===== config.mk =====
export PLATFORM = sky130hd
export DESIGN_NAME = tvpm_ctrl
export DESIGN_NICKNAME = d
export VERILOG_FILES = /design/src/design/tvpm_pkg.sv /design/src/design/tvpm_ctrl.sv
export SDC_FILE = /design/constraint.sdc
export NUM_CORES = 1
export LEC_CHECK = 0
export BUFFER_PORTS_ARGS = -buffer_cell sky130_fd_sc_hd__buf_2
export CAP_MARGIN = 10
export CORE_AREA = 2 2 39 41
export CTS_CLUSTER_DIAMETER = 50
export DETAILED_ROUTE_END_ITERATION = 8
export DIE_AREA = 0 0 41 43
export GPL_TIMING_DRIVEN = 0
export PLACE_DENSITY = 0.57
export RECOVER_POWER = 25
export SETUP_SLACK_MARGIN = 0.02
export SLEW_MARGIN = 10
export SYNTH_ARGS = -nofsm -noshare
export SYNTH_HDL_FRONTEND = slang
export SYNTH_SLANG_ARGS = --single-unit

===== constraint.sdc =====
create_clock -name clk -period 1.5 [get_ports clk]
set_input_delay 0.075 -clock clk [delete_from_list [all_inputs] [get_ports clk]]
set_output_delay 0.075 -clock clk [all_outputs]
set_load 0.01 [all_outputs]

===== src/design/tvpm_pkg.sv =====
// shared types, codes and helpers for the tied vocabulary projection block
// no dependencies
package tvpm_pkg;

  localparam int DIM   = 64;
  localparam int VOCAB = 256;

  localparam int OP_W      = 3;
  localparam int ROW_W     = 8;
  localparam int COL_W     = 6;
  localparam int VAL_W     = 16;
  localparam int RES_W     = 32;
  localparam int DIMC_W    = 7;
  localparam int VOCC_W    = 9;
  localparam int CFG_W     = 9;
  localparam int CFG_IDX_W = 1;

  localparam logic [CFG_IDX_W-1:0] CFG_DIM   = 1'b0;
  localparam logic [CFG_IDX_W-1:0] CFG_VOCAB = 1'b1;

  localparam logic [DIMC_W-1:0] DIM_CFG_RST   = 7'd64;
  localparam logic [VOCC_W-1:0] VOCAB_CFG_RST = 9'd256;

  typedef enum logic [OP_W-1:0] {
    OP_WRITE_W  = 3'd0,
    OP_LOAD_X   = 3'd1,
    OP_LOGIT    = 3'd2,
    OP_GRAD     = 3'd3,
    OP_READ_DX  = 3'd4,
    OP_READ_WG  = 3'd5,
    OP_CLEAR_WG = 3'd6
  } op_t;

  typedef enum logic [2:0] {
    ST_IDLE,
    ST_DECODE,
    ST_SWEEP,
    ST_DRAIN,
    ST_FINISH
  } state_t;

  typedef struct packed {
    logic load;
    logic wr_w;
    logic wr_x;
    logic sweep_start;
    logic issue;
    logic rd_single;
    logic clr_wg;
    logic out_load;
  } dp_cmd_t;

  typedef struct packed {
    logic [OP_W-1:0] op;
    logic            bad;
    logic            issue_last;
    logic            pipe_empty;
    logic            out_free;
  } dp_sts_t;

  // signed add with clip to 32 bits, returns {clipped, value}
  function automatic logic [RES_W:0] sat_add(input logic signed [RES_W-1:0] a,
                                             input logic signed [RES_W-1:0] b);
    logic signed [RES_W:0] s;
    s = {a[RES_W-1], a} + {b[RES_W-1], b};
    if (s[RES_W] != s[RES_W-1]) begin
      sat_add = {1'b1, s[RES_W], {(RES_W-1){~s[RES_W]}}};
    end else begin
      sat_add = {1'b0, s[RES_W-1:0]};
    end
  endfunction

endpackage


===== src/design/tvpm_ctrl.sv =====
// sequencing state machine for the tied vocabulary projection block
// depends on tvpm_pkg; drives the datapath through dp_cmd_t
module tvpm_ctrl import tvpm_pkg::*; (
  input  logic    clk,
  input  logic    rst_n,
  input  logic    in_valid,
  output logic    in_ready,
  input  dp_sts_t sts,
  output dp_cmd_t cmd
);

  state_t state_r, state_nxt;

  always_ff @(posedge clk) begin
    if (!rst_n) begin
      state_r <= ST_IDLE;
    end else begin
      state_r <= state_nxt;
    end
  end

  always_comb begin
    state_nxt = state_r;
    cmd       = '0;
    in_ready  = 1'b0;
    case (state_r)
      ST_IDLE: begin
        in_ready = 1'b1;
        if (in_valid) begin
          cmd.load  = 1'b1;
          state_nxt = ST_DECODE;
        end
      end
      ST_DECODE: begin
        state_nxt = ST_FINISH;
        if (!sts.bad) begin
          case (sts.op)
            OP_WRITE_W: begin
              cmd.wr_w = 1'b1;
            end
            OP_LOAD_X: begin
              cmd.wr_x = 1'b1;
            end
            OP_LOGIT, OP_GRAD: begin
              cmd.sweep_start = 1'b1;
              state_nxt       = ST_SWEEP;
            end
            OP_READ_DX, OP_READ_WG: begin
              cmd.rd_single = 1'b1;
            end
            OP_CLEAR_WG: begin
              cmd.clr_wg = 1'b1;
            end
            default: begin
            end
          endcase
        end
      end
      ST_SWEEP: begin
        cmd.issue = 1'b1;
        if (sts.issue_last) begin
          state_nxt = ST_DRAIN;
        end
      end
      ST_DRAIN: begin
        if (sts.pipe_empty) begin
          state_nxt = ST_FINISH;
        end
      end
      ST_FINISH: begin
        if (sts.out_free) begin
          cmd.out_load = 1'b1;
          state_nxt    = ST_IDLE;
        end
      end
      default: begin
        state_nxt = ST_IDLE;
      end
    endcase
  end

endmodule


==> impl_metrics.tcl <==
set metrics [dict create \
    status "complete, no violations" \
    fin_nets 75 \
    tritoncts "done" \
    skew_ns 0.000413 \
    diodes 0 \
    fin_util_pct 35.2 \
    max_freq_mhz 675 \
    top_regs "state_r x3" \
    cts_root_buf "clkbuf_4" \
    grt_setup_unrepaired "true" \
    overflow 0 \
    grt_usage_pct 10.1 \
    area_growth_pct 76.8 \
    stdcell_area_sq_um 487 \
    ys_ff_latch 3 \
    slew_viol_final 0 \
    path_delay_family "simple AND/OR/NAND/NOR gates" \
    critPathCaptureType "output pin" \
    drive_above_1_share_pct 53.1 \
    arrival_ns 1.41 \
    clk_latency_ns 0.23 \
    slowest_delay_ns 0.50 \
    antenna_left 0 \
    critPathSlowestCell "or4b_4" \
    synth_compound_area_share_pct 11.4 \
    ir_drop_mv 0.390 \
    fin_crit_sh_pct 98.7 \
    drc 0 \
    synth_area_sq_um 275 \
    yosys.area.top_type "dfxtp_1" \
    port_buffers 18 \
    placedCellCount 71 \
    ys_warn_count 0 \
    synthDistinctLibCells 21 \
    start_kind "register" \
    tightestPinTransition_ns 0.317 \
    synth_top_family_by_area "simple AND/OR/NAND/NOR gates" \
    hold_class "input port to register" \
    synth_area_leaders "dfxtp_1 (22%), nand2_1 (11%), mux2i_1 (7.3%)" \
    drtIter0Drc 3 \
    firstDrtPassIters 2 \
    cts_sinks 3 \
    max_slew_margin_pct 78.9 \
    core-area_sq_mm 0.00138 \
    vias 367 \
    worst_ep_required_time_ns 1.42 \
    die_area_sq_mm 0.00176 \
    wl_microns 783 \
    std_cell_rows 14 \
    die_x_microns 41 \
    muxShareOfSynthArea_pct 7.27 \
    crit_chain "or4b_4 -> nor3b_4 -> buf_2" \
    grt_pass1_vias 316 \
    seq_area_frac_synth_pct 21.8 \
    finalPower_w 0.000613 \
    top_register "state_r" \
    synth_top_area_share_pct 21.8 \
    dp_hpwl_microns 528 \
    cp_max_fo 2 \
    synthAdderAreaFrac_pct 0 \
    antenna_found_initial 0 \
    crit_buf_inv 1 \
    die_y_microns 43 \
    grt_max_degree 11 \
    start_util_pct 19.9 \
    dpl_cell_area_sq_um 385 \
    critical_path_class "register to output pin" \
    syn_inst 37 \
    largest_reg_flops 3 \
    syn_nets 47 \
    finalNonFillerCells 80 \
    io_pins 19 \
    cts_buffers 3 \
    synthSimpleGateAreaFrac_pct 56.4 \
    place.gp.congestion 0.694 \
    maxCapViolations 0 \
    viasPerCell 4.59 \
    setup_viol 0 \
    synth_xor_area_share_pct 0 \
    htreeDepth 1 \
    leakage_nw 0.251 \
    wire_per_inst_microns 9.79 \
    powerDensity_mw_per_mm2 1260 \
    post-route-min-period_ns 1.48 \
    avgSynthCellArea_sq_um 7.44 \
    cts.clk_slew.worst_paths_ns 0.04 \
    cts_hold_buffers 0 \
    hold_violations 0 \
    grt_pass1_wl_microns 1230 \
    fin_setup_tns_ns 0 \
    cts_max_path_buffers 2 \
]
## final cells by class
| type | count | area, sq um |
|---|---|---|
| plain buffers | 2 | 16.3 |
| clock buffers | 4 | 26.3 |
| fillers | 154 | 897 |
| multi-input cells | 32 | 234 |
| flip-flops and latches | 3 | 65.1 |
| well taps | 16 | 20.0 |
| repair buffers | 23 | 125 |
## synthesized netlist by cell type
library cell / count
or4b_4: 1
mux2i_1: 2
o211a_1: 1
nor3_1: 2
nand2b_1: 2
buf_2: 1
clkbuf_1: 1
nand2_1: 8
nor2_1: 5
and3_1: 1
nor3b_4: 1
nor2b_1: 1
dfxtp_1: 3
a21oi_1: 1
a211oi_1: 1
nand4b_1: 1
or2b_1: 1
and2_1: 1
nor3b_1: 1
a32oi_1: 1
nor4b_1: 1
## final timing paths
| check | slack (ns) | cells past startpoint | startpoint | to |
|---|---|---|---|---|
| worst max-delay path | 0.02 | 3 | state_r[1]$_SDFFE_PN0P_ | cmd[4] |
| worst min-delay path | 0.12 | 2 | rst_n | state_r[1]$_SDFFE_PN0P_ |
| worst min register to register | 0.59 | 3 | state_r[2]$_SDFFE_PN0P_ | state_r[2]$_SDFFE_PN0P_ |
| worst max register to register | 0.07 | 5 | state_r[1]$_SDFFE_PN0P_ | state_r[1]$_SDFFE_PN0P_ |
## placed cells by master, fill, tap and decap left out, drive strengths merged
cell,count
or4b,1
a211oi,1
o211a,1
nor2,5
and2,1
mux2i,2
dfxtp,3
or2b,1
clkbuf,7
nor2b,1
nand4b,1
a21oi,1
and3,1
nor4b,1
buf,22
nand2,8
nor3,2
a32oi,1
nor3b,2
nand2b,2
## cells by family after synthesis
logic type      count (synthesis)
compound gates                  4
buf+inv                         2
flops                           3
mux                             2
simple gates                   26
## repair_timing
| action | in CTS | in global routing |
|---|---|---|
| pin swaps | 3 | 5 |
| buffers inserted | 3 | 2 |
| gates resized for setup | 5 | 7 |
| setup endpoints to repair | 5 | 8 |
## layer usage
metal | up-vias | global-route usage [%] | part of all wire, %
met2 | 14 | 14.4 | 49
met3 | 0 | 1.57 | 7.0
met4 | 0 | 6.00 | 0
li1 | 185 | - | -
met1 | 168 | 13.8 | 44
met5 | - | 0 | 0
## worst reg2reg max path, stage by stage (launching register included)
cell	delay [ns]
dfxtp_4	0.33
or4b_4	0.50
nor3b_4	0.19
buf_4	0.13
buf_4	0.09
o211a_1	0.13
## power breakdown
| part | leakage, nW | internal, W | total (W) | switching, W |
|---|---|---|---|---|
| sequential | 0.0258 | 0.000103 | 0.000118 | 0.0000148 |
| clock | 0.0150 | 0.0000997 | 0.000142 | 0.0000424 |
| combinational | 0.210 | 0.000172 | 0.000352 | 0.000181 |
| total | 0.251 | 0.000375 | 0.000613 | 0.000238 |
## per-stage QoR
step | worst slack (ns) | hold slack [ns]
finish | 0.0188 | 0.115
global route | -0.0840 | 0.109
CTS | -0.0454 | 0.101
detailed placement | 0.00590 | 0.360
global placement | 0.0261 | 0.357
floorplan | 0.116 | 0.198
No activity file was read; power rests on OpenSTA's default activity.
